## src/rtl/ppse_pkg.sv

```systemverilog
// Package for the packet payload string extractor: payload structs,
// result kind codes, protocol constants and controller/datapath structs.
// Depends on nothing.
package ppse_pkg;

    // Hold buffer depth default and cap on the minimum run length.
    localparam int HOLD_DEPTH_DEFAULT = 64;
    localparam int MIN_LEN_CAP        = 60;
    localparam logic [5:0] MIN_LEN_RESET = 6'd4;

    // Result kinds.
    localparam logic [1:0] KIND_CHAR    = 2'd0;
    localparam logic [1:0] KIND_STR_END = 2'd1;
    localparam logic [1:0] KIND_PKT_END = 2'd2;

    // Printable range bounds (exclusive).
    localparam logic [7:0] PRINT_LOW  = 8'd31;
    localparam logic [7:0] PRINT_HIGH = 8'd127;

    // Frame layout and protocol codes.
    localparam logic [15:0] POS_ETYPE_HI      = 16'd12;
    localparam logic [15:0] POS_ETYPE_LO      = 16'd13;
    localparam logic [15:0] POS_VLAN_ETYPE_HI = 16'd16;
    localparam logic [15:0] POS_VLAN_ETYPE_LO = 16'd17;
    localparam logic [4:0]  IP_START_PLAIN    = 5'd14;
    localparam logic [4:0]  IP_START_VLAN     = 5'd18;
    localparam logic [15:0] IP_PROTO_OFFSET   = 16'd9;
    localparam logic [7:0]  ETYPE_VLAN_HI     = 8'h81;
    localparam logic [7:0]  ETYPE_IPV4_HI     = 8'h08;
    localparam logic [7:0]  ETYPE_LO          = 8'h00;
    localparam logic [3:0]  MIN_HDR_WORDS     = 4'd5;
    localparam logic [7:0]  PROTO_TCP         = 8'd6;
    localparam logic [7:0]  PROTO_UDP         = 8'd17;
    localparam logic [15:0] UDP_HDR_LEN       = 16'd8;
    localparam logic [15:0] TCP_OFFSET_POS    = 16'd12;
    localparam logic [15:0] POS_MAX           = 16'hffff;
    localparam logic [5:0]  RUN_MAX           = 6'd63;

    // One input transaction.
    typedef struct packed {
        logic [7:0] data_byte;
        logic       frame_last;
    } in_t;

    // One result transaction.
    typedef struct packed {
        logic [1:0] kind;
        logic [7:0] char_value;
        logic       keep;
        logic       last_of_item;
    } out_t;

    // Commands from the controller to the datapath.
    typedef struct packed {
        logic accept;
        logic flush_emit;
        logic tail_emit;
    } ctrl_cmd_t;

    // Status from the datapath to the controller.
    typedef struct packed {
        logic plan_flush;
        logic plan_tail;
        logic flush_last;
        logic tail_any;
        logic tail_last;
        logic out_free;
    } ctrl_status_t;

endpackage

```

## src/rtl/ppse_ram.sv

```systemverilog
// Generic single-write, single-read RAM with registered read data.
// Depends on nothing.
module ppse_ram #(
    parameter int WIDTH = 8,
    parameter int DEPTH = 64
) (
    input  logic                     clk,
    input  logic                     we,
    input  logic [$clog2(DEPTH)-1:0] waddr,
    input  logic [WIDTH-1:0]         wdata,
    input  logic [$clog2(DEPTH)-1:0] raddr,
    output logic [WIDTH-1:0]         rdata
);

    logic [WIDTH-1:0] mem [DEPTH];
    logic [WIDTH-1:0] rdata_reg;

    // Write port and registered read port.
    always_ff @(posedge clk)
    begin
        if (we)
        begin
            mem[waddr] <= wdata;
        end
        rdata_reg <= mem[raddr];
    end

    assign rdata = rdata_reg;

endmodule

```

## src/rtl/ppse_ctrl.sv

```systemverilog
// Controller state machine of the packet payload string extractor.
// Depends on ppse_pkg for the command and status structs.
module ppse_ctrl (
    input  logic                  clk,
    input  logic                  rst_n,
    input  logic                  frame_valid,
    output logic                  frame_stall,
    input  ppse_pkg::ctrl_status_t sts,
    output ppse_pkg::ctrl_cmd_t   cmd
);

    typedef enum logic [3:0] {
        ST_IDLE     = 4'b0001,
        ST_FLUSH_RD = 4'b0010,
        ST_FLUSH_WR = 4'b0100,
        ST_TAIL     = 4'b1000
    } state_t;

    state_t state_reg;
    state_t state_next;

    // Input is taken only when no results are outstanding.
    assign frame_stall = (state_reg != ST_IDLE);

    // Next state and commands.
    always_comb
    begin
        state_next     = state_reg;
        cmd.accept     = 1'b0;
        cmd.flush_emit = 1'b0;
        cmd.tail_emit  = 1'b0;
        case (state_reg)
            ST_IDLE:
            begin
                if (frame_valid)
                begin
                    cmd.accept = 1'b1;
                    if (sts.plan_flush)
                    begin
                        state_next = ST_FLUSH_RD;
                    end
                    else if (sts.plan_tail)
                    begin
                        state_next = ST_TAIL;
                    end
                end
            end
            ST_FLUSH_RD:
            begin
                state_next = ST_FLUSH_WR;
            end
            ST_FLUSH_WR:
            begin
                if (sts.out_free)
                begin
                    cmd.flush_emit = 1'b1;
                    if (!sts.flush_last)
                    begin
                        state_next = ST_FLUSH_RD;
                    end
                    else if (sts.tail_any)
                    begin
                        state_next = ST_TAIL;
                    end
                    else
                    begin
                        state_next = ST_IDLE;
                    end
                end
            end
            ST_TAIL:
            begin
                if (sts.out_free)
                begin
                    cmd.tail_emit = 1'b1;
                    if (sts.tail_last)
                    begin
                        state_next = ST_IDLE;
                    end
                end
            end
            default:
            begin
                state_next = ST_IDLE;
            end
        endcase
    end

    // State register.
    always_ff @(posedge clk or negedge rst_n)
    begin
        if (!rst_n)
        begin
            state_reg <= ST_IDLE;
        end
        else
        begin
            state_reg <= state_next;
        end
    end

endmodule

```

## src/rtl/ppse_datapath.sv

```systemverilog
// Datapath of the packet payload string extractor: header parsing, run
// tracking, hold buffer, pending results and the output register.
// Depends on ppse_pkg and ppse_ram.
module ppse_datapath #(
    parameter int HOLD_DEPTH = ppse_pkg::HOLD_DEPTH_DEFAULT
) (
    input  logic                   clk,
    input  logic                   rst_n,
    input  ppse_pkg::in_t          frame_data,
    input  logic                   result_stall,
    output logic                   result_valid,
    output ppse_pkg::out_t         result_data,
    input  logic                   cfg_write_en,
    input  logic [5:0]             cfg_write_data,
    input  ppse_pkg::ctrl_cmd_t    cmd,
    output ppse_pkg::ctrl_status_t sts
);

    localparam int AW    = $clog2(HOLD_DEPTH);
    localparam int CNT_W = $clog2(HOLD_DEPTH + 1);
    localparam logic [6:0] DEPTH7  = 7'(HOLD_DEPTH);
    localparam logic [5:0] THR_CAP =
        6'((ppse_pkg::MIN_LEN_CAP < HOLD_DEPTH) ? ppse_pkg::MIN_LEN_CAP : HOLD_DEPTH);

    // Bit positions of the pending single results, in emission order.
    localparam int PEND_CHAR   = 0;
    localparam int PEND_SEND   = 1;
    localparam int PEND_ENDSTR = 2;
    localparam int PEND_PKT    = 3;

    // Configuration and per-frame state.
    logic [5:0]  min_len_reg;
    logic [15:0] pos_reg, pos_next;
    logic        vlan_reg, vlan_next;
    logic [15:0] pstart_reg, pstart_next;
    logic        dropped_reg, dropped_next;
    logic [7:0]  eth_hi_reg, eth_hi_next;
    logic [5:0]  run_cnt_reg, run_cnt_next;
    logic        emitting_reg, emitting_next;
    logic        kept_reg, kept_next;
    logic        tcp_wait_reg, tcp_wait_next;

    // Pending results of the current transaction.
    logic [3:0]       pend_reg, pend_next, plan_pend;
    logic             keep_reg, plan_keep;
    logic [7:0]       cur_byte_reg;
    logic [CNT_W-1:0] flush_cnt_reg, plan_flush_cnt;
    logic [CNT_W-1:0] rd_idx_reg;

    // Output register.
    logic            out_valid_reg;
    ppse_pkg::out_t  out_data_reg, out_data_next;

    // Decode helpers.
    logic [7:0]  b;
    logic [15:0] ip_start_w;
    logic [15:0] ip_proto_pos;
    logic        printable;
    logic        zero_mode;
    logic [5:0]  thr;
    logic        hold_we;
    logic [7:0]  ram_rdata;
    logic        flush_last;

    assign b            = frame_data.data_byte;
    assign ip_start_w   = {11'd0, (vlan_reg ? ppse_pkg::IP_START_VLAN
                                            : ppse_pkg::IP_START_PLAIN)};
    assign ip_proto_pos = ip_start_w + ppse_pkg::IP_PROTO_OFFSET;
    assign printable    = (b > ppse_pkg::PRINT_LOW) && (b < ppse_pkg::PRINT_HIGH);
    assign zero_mode    = (min_len_reg == 6'd0);
    assign thr          = (min_len_reg > THR_CAP) ? THR_CAP : min_len_reg;

    // Parse the byte against the frame state and plan its results.
    always_comb
    begin
        pos_next       = pos_reg;
        vlan_next      = vlan_reg;
        pstart_next    = pstart_reg;
        dropped_next   = dropped_reg;
        eth_hi_next    = eth_hi_reg;
        run_cnt_next   = run_cnt_reg;
        emitting_next  = emitting_reg;
        kept_next      = kept_reg;
        tcp_wait_next  = tcp_wait_reg;
        plan_pend      = 4'd0;
        plan_keep      = 1'b0;
        plan_flush_cnt = '0;
        hold_we        = 1'b0;

        if (!dropped_reg)
        begin
            if (pos_reg == ppse_pkg::POS_ETYPE_HI)
            begin
                eth_hi_next = b;
            end
            else if (pos_reg == ppse_pkg::POS_ETYPE_LO)
            begin
                if ((eth_hi_reg == ppse_pkg::ETYPE_VLAN_HI) && (b == ppse_pkg::ETYPE_LO))
                begin
                    vlan_next = 1'b1;
                end
                else if (!((eth_hi_reg == ppse_pkg::ETYPE_IPV4_HI) &&
                           (b == ppse_pkg::ETYPE_LO)))
                begin
                    dropped_next = 1'b1;
                end
            end
            else if (vlan_reg && (pos_reg == ppse_pkg::POS_VLAN_ETYPE_HI))
            begin
                eth_hi_next = b;
            end
            else if (vlan_reg && (pos_reg == ppse_pkg::POS_VLAN_ETYPE_LO))
            begin
                if (!((eth_hi_reg == ppse_pkg::ETYPE_IPV4_HI) && (b == ppse_pkg::ETYPE_LO)))
                begin
                    dropped_next = 1'b1;
                end
            end
            else if (pos_reg == ip_start_w)
            begin
                if (b[3:0] < ppse_pkg::MIN_HDR_WORDS)
                begin
                    dropped_next = 1'b1;
                end
                else
                begin
                    pstart_next = ip_start_w + 16'({b[3:0], 2'b00});
                end
            end
            else if (pos_reg == ip_proto_pos)
            begin
                if (b == ppse_pkg::PROTO_UDP)
                begin
                    pstart_next = pstart_reg + ppse_pkg::UDP_HDR_LEN;
                end
                else if (b == ppse_pkg::PROTO_TCP)
                begin
                    pstart_next   = pstart_reg + ppse_pkg::TCP_OFFSET_POS;
                    tcp_wait_next = 1'b1;
                end
            end
            else if (tcp_wait_reg && (pos_reg == pstart_reg))
            begin
                if (b[7:4] < ppse_pkg::MIN_HDR_WORDS)
                begin
                    dropped_next = 1'b1;
                end
                else
                begin
                    pstart_next = pstart_reg - ppse_pkg::TCP_OFFSET_POS
                                + 16'({b[7:4], 2'b00});
                end
                tcp_wait_next = 1'b0;
            end
            else if ((pos_reg > ip_proto_pos) && !tcp_wait_reg && (pos_reg >= pstart_reg))
            begin
                // Payload byte: run tracking.
                if (printable)
                begin
                    if (emitting_reg)
                    begin
                        plan_pend[PEND_CHAR] = 1'b1;
                    end
                    else
                    begin
                        hold_we = ({1'b0, run_cnt_reg} < DEPTH7);
                        if (run_cnt_reg < ppse_pkg::RUN_MAX)
                        begin
                            run_cnt_next = run_cnt_reg + 6'd1;
                        end
                        if (zero_mode || (run_cnt_next >= thr))
                        begin
                            plan_flush_cnt = CNT_W'(({1'b0, run_cnt_next} >= DEPTH7)
                                                    ? DEPTH7 : {1'b0, run_cnt_next});
                            emitting_next  = 1'b1;
                            if (!zero_mode)
                            begin
                                kept_next = 1'b1;
                            end
                        end
                    end
                end
                else
                begin
                    if (zero_mode && emitting_reg)
                    begin
                        plan_pend[PEND_SEND] = 1'b1;
                        plan_keep            = (b == 8'd0);
                        if (b == 8'd0)
                        begin
                            kept_next = 1'b1;
                        end
                    end
                    run_cnt_next  = 6'd0;
                    emitting_next = 1'b0;
                end
            end
        end

        // Frame end closes an open run and reports the packet if a run was kept.
        if (frame_data.frame_last)
        begin
            plan_pend[PEND_ENDSTR] = emitting_next && zero_mode;
            plan_pend[PEND_PKT]    = kept_next;
            pos_next      = 16'd0;
            vlan_next     = 1'b0;
            pstart_next   = 16'd0;
            dropped_next  = 1'b0;
            eth_hi_next   = 8'd0;
            run_cnt_next  = 6'd0;
            emitting_next = 1'b0;
            kept_next     = 1'b0;
            tcp_wait_next = 1'b0;
        end
        else if (pos_reg != ppse_pkg::POS_MAX)
        begin
            pos_next = pos_reg + 16'd1;
        end
    end

    // Hold buffer.
    ppse_ram #(
        .WIDTH (8),
        .DEPTH (HOLD_DEPTH)
    ) u_hold_ram (
        .clk   (clk),
        .we    (cmd.accept && hold_we),
        .waddr (run_cnt_reg[AW-1:0]),
        .wdata (b),
        .raddr (rd_idx_reg[AW-1:0]),
        .rdata (ram_rdata)
    );

    assign flush_last = (CNT_W'(rd_idx_reg + 1'b1) == flush_cnt_reg);

    // Next output transaction and pending set.
    always_comb
    begin
        pend_next     = pend_reg;
        out_data_next = out_data_reg;
        if (cmd.flush_emit)
        begin
            out_data_next.kind         = ppse_pkg::KIND_CHAR;
            out_data_next.char_value   = ram_rdata;
            out_data_next.keep         = 1'b0;
            out_data_next.last_of_item = flush_last && (pend_reg == 4'd0);
        end
        else if (cmd.tail_emit)
        begin
            out_data_next.char_value   = 8'd0;
            out_data_next.keep         = 1'b0;
            out_data_next.last_of_item = ((pend_reg & (pend_reg - 4'd1)) == 4'd0);
            if (pend_reg[PEND_CHAR])
            begin
                out_data_next.kind       = ppse_pkg::KIND_CHAR;
                out_data_next.char_value = cur_byte_reg;
                pend_next[PEND_CHAR]     = 1'b0;
            end
            else if (pend_reg[PEND_SEND])
            begin
                out_data_next.kind   = ppse_pkg::KIND_STR_END;
                out_data_next.keep   = keep_reg;
                pend_next[PEND_SEND] = 1'b0;
            end
            else if (pend_reg[PEND_ENDSTR])
            begin
                out_data_next.kind     = ppse_pkg::KIND_STR_END;
                pend_next[PEND_ENDSTR] = 1'b0;
            end
            else
            begin
                out_data_next.kind  = ppse_pkg::KIND_PKT_END;
                pend_next[PEND_PKT] = 1'b0;
            end
        end
    end

    // Control and frame state registers.
    always_ff @(posedge clk or negedge rst_n)
    begin
        if (!rst_n)
        begin
            min_len_reg   <= ppse_pkg::MIN_LEN_RESET;
            pos_reg       <= 16'd0;
            vlan_reg      <= 1'b0;
            pstart_reg    <= 16'd0;
            dropped_reg   <= 1'b0;
            eth_hi_reg    <= 8'd0;
            run_cnt_reg   <= 6'd0;
            emitting_reg  <= 1'b0;
            kept_reg      <= 1'b0;
            tcp_wait_reg  <= 1'b0;
            pend_reg      <= 4'd0;
            flush_cnt_reg <= '0;
            rd_idx_reg    <= '0;
            out_valid_reg <= 1'b0;
        end
        else
        begin
            if (cfg_write_en)
            begin
                min_len_reg <= cfg_write_data;
            end
            if (cmd.accept)
            begin
                pos_reg       <= pos_next;
                vlan_reg      <= vlan_next;
                pstart_reg    <= pstart_next;
                dropped_reg   <= dropped_next;
                eth_hi_reg    <= eth_hi_next;
                run_cnt_reg   <= run_cnt_next;
                emitting_reg  <= emitting_next;
                kept_reg      <= kept_next;
                tcp_wait_reg  <= tcp_wait_next;
                pend_reg      <= plan_pend;
                flush_cnt_reg <= plan_flush_cnt;
                rd_idx_reg    <= '0;
            end
            else
            begin
                pend_reg <= pend_next;
                if (cmd.flush_emit)
                begin
                    rd_idx_reg <= rd_idx_reg + 1'b1;
                end
            end
            if (cmd.flush_emit || cmd.tail_emit)
            begin
                out_valid_reg <= 1'b1;
            end
            else if (!result_stall)
            begin
                out_valid_reg <= 1'b0;
            end
        end
    end

    // Payload registers.
    always_ff @(posedge clk)
    begin
        if (cmd.accept)
        begin
            keep_reg     <= plan_keep;
            cur_byte_reg <= b;
        end
        out_data_reg <= out_data_next;
    end

    assign result_valid = out_valid_reg;
    assign result_data  = out_data_reg;

    // Status to the controller.
    assign sts.plan_flush = (plan_flush_cnt != '0);
    assign sts.plan_tail  = (plan_pend != 4'd0);
    assign sts.flush_last = flush_last;
    assign sts.tail_any   = (pend_reg != 4'd0);
    assign sts.tail_last  = ((pend_reg & (pend_reg - 4'd1)) == 4'd0);
    assign sts.out_free   = !out_valid_reg || !result_stall;

endmodule

```

## src/rtl/packet_payload_string_extractor.sv

```systemverilog
// A byte is taken while the controller is idle; its results are emitted from the TAIL
// state, and held characters are flushed from the hold RAM through FLUSH_RD and FLUSH_WR.
// Throughput: one byte per cycle while bytes cause no result; while results are sent the
// input stalls, and each flushed character is read through the registered hold RAM port.
// Reset clears all control and frame state and sets min_len to 4; the hold RAM is not
// cleared, as only entries written in the current run are read.
module packet_payload_string_extractor #(
    parameter int HOLD_DEPTH = ppse_pkg::HOLD_DEPTH_DEFAULT
) (
    input  logic           clk,
    input  logic           rst_n,
    input  logic           frame_valid,
    output logic           frame_stall,
    input  ppse_pkg::in_t  frame_data,
    output logic           result_valid,
    input  logic           result_stall,
    output ppse_pkg::out_t result_data,
    input  logic           cfg_write_en,
    input  logic [5:0]     cfg_write_data
);

    ppse_pkg::ctrl_cmd_t    cmd;
    ppse_pkg::ctrl_status_t sts;

    // Sequencing of transactions and their results.
    ppse_ctrl u_ctrl (
        .clk         (clk),
        .rst_n       (rst_n),
        .frame_valid (frame_valid),
        .frame_stall (frame_stall),
        .sts         (sts),
        .cmd         (cmd)
    );

    // Parsing, run tracking and result formation.
    ppse_datapath #(
        .HOLD_DEPTH (HOLD_DEPTH)
    ) u_datapath (
        .clk            (clk),
        .rst_n          (rst_n),
        .frame_data     (frame_data),
        .result_stall   (result_stall),
        .result_valid   (result_valid),
        .result_data    (result_data),
        .cfg_write_en   (cfg_write_en),
        .cfg_write_data (cfg_write_data),
        .cmd            (cmd),
        .sts            (sts)
    );

endmodule

```

## config.mk

```make
export PLATFORM = sky130hd
export DESIGN_NAME = packet_payload_string_extractor
export DESIGN_NICKNAME = d
export VERILOG_FILES = /design/src/rtl/ppse_pkg.sv /design/src/rtl/ppse_ram.sv /design/src/rtl/ppse_ctrl.sv /design/src/rtl/ppse_datapath.sv /design/src/rtl/packet_payload_string_extractor.sv
export SDC_FILE = /design/constraint.sdc
export NUM_CORES = 1
export LEC_CHECK = 0
export ABC_AREA = 1
export BUFFER_PORTS_ARGS = -buffer_cell sky130_fd_sc_hd__buf_2
export CORE_UTILIZATION = 30
export DETAILED_ROUTE_END_ITERATION = 8
export GPL_ROUTABILITY_DRIVEN = 0
export MAX_ROUTING_LAYER = met4
export PLACE_DENSITY_LB_ADDON = 0.12
export SLEW_MARGIN = 10
export SYNTH_ARGS = -nofsm -noshare
export SYNTH_HDL_FRONTEND = slang
export SYNTH_SLANG_ARGS = --single-unit
```

## constraint.sdc

```tcl
create_clock -name clk -period 4.6 [get_ports clk]
set_clock_uncertainty 0.15 [all_clocks]
set_input_delay 0.92 -clock clk [delete_from_list [all_inputs] [get_ports clk]]
set_output_delay 0.92 -clock clk [all_outputs]
set_load 0.05 [all_outputs]
```

==> results.py, run 1 <==
metrics = {
    "status": {
        "outcome": "completed",
    },
    "layout": {
        "instances_no_fill": 3739,
        "drive_gt1_share_pct": 9.41,
        "nFillCells": 8950,
        "stdcell_area_um2": 31600,
        "largest_reg_flops": 512,
        "fin_nets": 2586,
        "area_delta_synth_final_pct": 14.4,
    },
    "clocking": {
        "cts_setup_buffers": 0,
        "clockRootBuffer": "clkbuf_16",
        "cts_buffers": 74,
        "htree_levels": 3,
        "clkTransAtPathRegs_ns": 0.06,
        "post_cts_resized": 0,
        "ctsHoldBuffers": 0,
        "clkSinkCount": 619,
        "clk_latency_ns": 0.62,
        "cts_tree": "done",
        "clockBufferDepth": 3,
    },
    "critical_path": {
        "rr_worst_depth": 13,
        "critPathMaxFanout": 8,
        "crit_path_end": "u_datapath.u_hold_ram.mem[47][5]",
        "r2r-start": "u_datapath.pstart_reg[11]",
        "cp.required_ns": 4.68,
        "arrival_ns": 4.00,
        "r2r_setup_slack_ns": 0.68,
        "setup.worst_path.start": "u_datapath.pstart_reg[11]",
        "startpoint_type": "flop",
        "r2r_end": "u_datapath.u_hold_ram.mem[47][5]",
        "crit_path_end_kind": "flop",
        "criticalPathCategory": "flop to flop",
    },
    "timing": {
        "setup_tns_ns": 0,
        "hold_violations": 0,
        "timing.fmax_ghz": 0.255,
        "rsz0062_at_grt": "no",
        "timing.final.crit_share_pct": 85.2,
        "min_period_ns": 3.92,
        "final_max_slew_viol_count": 0,
        "finalSetupViolCount": 0,
        "slew_headroom_pct": 29.1,
        "worst_pin_slew_ns": 1.06,
    },
    "pwr": {
        "p_clk_share_pct": 40.0,
        "power_density_nw_per_um2": 472,
        "p_int_mw": 10.6,
        "p_switching_mw": 4.32,
        "p_leak_nw": 11.2,
        "swShare_pct": 29.0,
        "combPwrFrac_pct": 16.4,
        "vdd_drop_max_uv": 245,
        "pwr-share-seq_pct": 43.6,
    },
    "yosys": {
        "synthArstFlopShare_pct": 12.6,
        "ys_warn_count": 0,
        "yosysSeqAreaShare_pct": 65.5,
        "syn_area_um2": 27600,
        "yosysTopAreaCell": "edfxtp_1",
        "synthAdderAreaFrac_pct": 2.82,
        "syn_area_per_cell_um2": 11.1,
        "synthTopCellsByArea": "edfxtp_1 58%, dfrtp_1 6.9%, o21ai_0 6.0%",
        "syn_inst": 2483,
        "syn_nets": 2564,
        "yosysUniqueCellTypes": 55,
        "synth_top_family_by_area": "simple AND/OR/NAND/NOR gates",
        "synth_edf_count": 530,
        "synth-compound-area-share_pct": 12.5,
        "synth-simple-area-share_pct": 14.6,
        "ys.flop_type": "edfxtp_1",
        "synth_xor_area_share_pct": 0.666,
        "synth-seq-cells": 619,
        "synth_mux_area_share_pct": 0.0408,
        "synth_top_area_share_pct": 57.6,
    },
    "drt": {
        "dr.pass1.iters": 5,
        "ant_nets": 0,
        "drt_iter0_drc": 1708,
        "wl_mm": 85.4,
        "drc": 0,
        "avgRoutedWirePerCell_um": 22.8,
        "vias_per_cell": 5.17,
        "vias": 19300,
    },
    "floorplanning": {
        "chipWidth_um": 305,
        "core_area_um2": 90600,
        "pin_count": 34,
        "start_util_pct": 30.5,
        "dieArea_um2": 93300,
        "rows": 110,
        "dieHeight_um": 305,
    },
    "placement": {
        "numPortBuffers": 33,
        "dpl.hpwl_mm": 54.8,
        "placed_cell_area_um2": 29100,
        "dp.cells": 3605,
    },
    "global_route": {
        "overflow": 0,
        "grt_use_total_pct": 18.7,
        "grt_pass1_vias": 19300,
        "grt_pass1_wl_mm": 126,
        "antenna_found_initial": 0,
        "grt_max_degree": 143,
    },
    "run": {
        "maxCapViolations": 0,
    },
    "worst_hold_path": {
        "hold_class": "input pin to async pin",
    },
}
## cells in the mapped netlist (3+ instances only)
library cell  instances
edfxtp_1            530
nor2_1              422
o21ai_0             333
nand2_1             236
nand3_1             198
inv_1               140
o221ai_1            124
clkbuf_1            113
dfrtp_1              76
ha_1                 59
a21oi_1              52
nand4_1              16
o22ai_1              15
xor2_1               14
nor3_1               13
o31ai_1              12
dfxtp_1              11
buf_2                10
inv_2                10
nand3_2              10
nor4_1                8
buf_1                 7
xnor2_1               7
a211oi_1              6
o21ai_1               5
o21bai_1              5
nor2_2                4
nor2_4                4
clkinv_1              3
nand3_4               3
o211ai_1              3
## metal layers
layer / GRT usage (%) / routed length (µm)
met1: 24.1 / 37800
met2: 30.0 / 41000
met3: 3.03 / 4020
met4: 6.03 / 2600
met5: - / 0
## layout by cell type, fill, tap and decap left out, types with 14 or more instances in the layout
cell,count
inv_1,137
ha_1,59
nor2_1,422
clkbuf_16,75
o21ai_0,333
a21oi_1,52
buf_4,45
edfxtp_1,530
buf_2,30
o221ai_1,124
xor2_1,14
nand4_1,16
nand3_1,198
clkinv_2,20
dfrtp_1,73
o22ai_1,15
nand2_1,236
## kinds of logic after synthesis
logic type / Yosys count
compound gates: 569
fa+ha+maj: 61
xor+xnor: 21
flops: 619
buf+inv: 285
simple gates: 927
mux: 1
## power by group through the flow
stage / logic (mW) / registers [mW] / clock network, mW
2_1_floorplan: 1.64 / 6.63 / 0
3_3_place_gp: 2.45 / 6.62 / 0
3_5_place_dp: 2.46 / 6.62 / 0
4_1_cts: 2.47 / 6.50 / 6.08
5_1_grt: 2.76 / 6.53 / 6.29
6_report: 2.44 / 6.50 / 5.96
## cell type report
| class | instances | area (µm²) | area share, % |
|---|---|---|---|
| Multi-Input combinational cell | 1579 | 8430 | 26.7 |
| Clock buffer | 86 | 1940 | 6.13 |
| Tap cell | 1176 | 1470 | 4.66 |
| Clock inverter | 47 | 523 | 1.66 |
| Sequential cell | 619 | 18100 | 57.3 |
| Inverter | 153 | 581 | 1.84 |
| Timing Repair Buffer | 78 | 548 | 1.73 |
| Antenna cell | 1 | 2.50 | 0.00792 |
## worst min-delay path by stage
| stage | from | to | slack [ns] |
|---|---|---|---|
| after floorplan | u_datapath.eth_hi_reg[1] | u_datapath.eth_hi_reg[1] | 0.30 |
| after global placement | u_datapath.result_data[1] | u_datapath.result_data[1] | 0.29 |
| final | rst_n | u_ctrl.state_reg[1] | 0.28 |
| after global routing | u_datapath.result_data[11] | u_datapath.result_data[11] | 0.32 |
| after detailed placement | u_datapath.result_data[1] | u_datapath.result_data[1] | 0.29 |
| after CTS | rst_n | u_datapath.min_len_reg[4] | 0.28 |
## worst max-delay path, cell delays in order, from the launching register on
cell and delay, ns:
dfrtp_1 0.43, inv_1 0.13, ha_1 0.32, nand2_1 0.08, nor2_1 0.16, and2_1 0.19
nand2_1 0.07, nand3_1 0.07, nand2_1 0.13, nor2_4 0.21, inv_2 0.11, nor3_4 0.34
nand2_2 0.44, nor2_1 0.68
## through the flow
| stage | util [%] | setup slack, ns | hold WS (ns) | power [mW] |
|---|---|---|---|---|
| final | 34.9 | 0.681 | 0.281 | 14.9 |
| after global routing | 34.9 | 0.322 | 0.319 | 15.6 |
| after CTS | 34.9 | 0.647 | 0.280 | 15.0 |
| after detailed placement | 32.2 | 0.0691 | 0.294 | 9.08 |
| after global placement | 32.2 | 0.0912 | 0.290 | 9.07 |
| after floorplan | - | 1.35 | 0.302 | 8.27 |
No activity file was read; power rests on OpenSTA's default activity.
==> inputs of run 2 (changes only) <==
CORE_UTILIZATION = 60   (was 30)
MAX_ROUTING_LAYER = default   (was met4)
==> results.py, run 2 (synthesis gave the netlist of run 1 again) <==
metrics = {
    "status": {
        "outcome": "completed",
    },
    "global_route": {
        "overflow": 0,
        "grt_pass1_vias": 19000,
        "grt_use_total_pct": 30.6,
        "antenna_found_initial": 1,
        "grt_max_degree": 133,
        "grt_pass1_wl_mm": 109,
    },
    "layout": {
        "fin_nets": 2567,
        "largest_reg_flops": 512,
        "layout_commonest_cell": "edfxtp_1",
        "postLayoutCoreUtil_pct": 66.9,
        "mostFrequentLayoutCells": "530 x edfxtp_1, 422 x nor2_1, 333 x o21ai_0",
        "drive_gt1_share_pct": 8.05,
        "area_delta_synth_final_pct": 10.0,
        "diodes": 0,
        "stdcell_area_um2": 30400,
    },
    "floorplanning": {
        "dieArea_um2": 46900,
        "start_util_pct": 60.8,
        "chipWidth_um": 217,
        "core_area_um2": 45400,
        "pin_count": 34,
        "rows": 78,
        "dieHeight_um": 217,
    },
    "pwr": {
        "p_switching_mw": 3.95,
        "p_int_mw": 9.99,
        "power_density_nw_per_um2": 459,
        "p_leak_nw": 11.0,
        "vdd_drop_max_uv": 354,
        "p_clk_share_pct": 36.3,
        "combPwrFrac_pct": 17.0,
        "finalPower_mw": 13.9,
        "pwr-share-seq_pct": 46.7,
        "swShare_pct": 28.3,
    },
    "drt": {
        "wl_mm": 70.9,
        "avgRoutedWirePerCell_um": 22.6,
        "dr.pass1.iters": 5,
        "drt_iter0_drc": 2392,
        "vias": 19700,
        "vias_per_cell": 6.29,
        "ant_nets": 0,
        "drc": 0,
    },
    "clocking": {
        "cts_buffers": 66,
        "clockBufferDepth": 3,
        "cts_tree": "done",
        "post_cts_resized": 0,
        "clockRootBuffer": "clkbuf_16",
        "cts_setup_buffers": 0,
        "htree_levels": 3,
        "clkSinkCount": 619,
        "ctsHoldBuffers": 0,
        "clk_latency_ns": 0.59,
        "clkTransAtPathRegs_ns": 0.06,
    },
    "critical_path": {
        "arrival_ns": 4.07,
        "critPathMaxFanout": 17,
        "startpoint_type": "flop",
        "criticalPathCategory": "flop to flop",
        "crit_path_end_kind": "flop",
        "cp.required_ns": 4.67,
    },
    "run": {
        "maxCapViolations": 0,
    },
    "worst_hold_path": {
        "hold_class": "flop to flop",
    },
    "placement": {
        "placed_cell_area_um2": 28300,
        "numPortBuffers": 33,
        "dpl.hpwl_mm": 43.4,
    },
    "timing": {
        "finalSetupViolCount": 0,
        "slew_headroom_pct": 28.4,
        "rsz0062_at_grt": "no",
        "worst_pin_slew_ns": 1.07,
        "timing.fmax_ghz": 0.250,
        "setup_tns_ns": 0,
        "final_max_slew_viol_count": 0,
        "min_period_ns": 4.00,
        "hold_violations": 0,
        "timing.final.crit_share_pct": 86.9,
    },
}
[run 2: cell count changes in the layout (fill, tap and decap cells not counted), sizes merged]
cell / delta
buf: -11
clkinvlp: -4
diode: -1
clkinv: -15
inv: +1
bufinv: -6
clkbuf: +8
[run 2: power by group through the flow]
stage,logic (mW),clock network [mW],registers [mW]
after floorplan,1.64,0,6.63
after global placement,2.28,0,6.60
after detailed placement,2.34,0,6.61
after CTS,2.35,5.13,6.50
after global routing,2.65,5.35,6.53
final,2.37,5.07,6.50
[run 2: routing by layer]
layer  GRT usage (%)  vias up  routed length (µm)
li1                -     9012                   -
met1            42.0     9634               28800
met2            50.0      912               34300
met3            4.34      152                5410
met4            11.7        0                2320
met5               0        -                   0
[run 2: cell type report]
type / instances / area, µm²
inverter: 153 / 579
sequential: 619 / 18100
tap: 600 / 751
clock inverter: 23 / 199
fill: 3402 / 15000
multi-input combinational: 1579 / 8430
clock buffer: 94 / 1840
timing repair buffer: 67 / 473
[run 2: per-stage QoR]
stage / hold WS (ns) / setup WS [ns] / cells
detailed placement: 0.290 / 0.185 / 3018
global placement: 0.278 / 0.293 / 3018
CTS: 0.305 / 0.669 / 3135
floorplan: 0.302 / 1.35 / 2483
finish: 0.300 / 0.601 / 3135
global route: 0.326 / 0.432 / 3135
[run 2: path summary, 6_finish.rpt]
path | start | to | slack (ns) | cells after the start
setup / recovery | u_datapath.vlan_reg | u_datapath.u_hold_ram.mem[54][5] | 0.60 | 13
hold / removal | u_datapath.result_data[11] | u_datapath.result_data[11] | 0.30 | 2
setup reg to reg | u_datapath.vlan_reg | u_datapath.u_hold_ram.mem[54][5] | 0.60 | 13
hold reg to reg | u_datapath.result_data[11] | u_datapath.result_data[11] | 0.30 | 2
max in group asynchronous | rst_n | u_datapath.rd_idx_reg[1] | 3.16 | 1
min in group asynchronous | rst_n | u_datapath.result_valid | 0.35 | 1
[run 2: worst max-delay path: stages, from the launching register on]
cell	delay (ns)
dfrtp_1	0.37
buf_4	0.16
ha_1	0.33
nand3_1	0.13
nor2_2	0.05
nand2_2	0.27
nand3_2	0.13
inv_2	0.05
nand2_1	0.11
nor2_4	0.20
inv_2	0.12
nor3_4	0.23
nand2_1	0.53
nor2_1	0.77
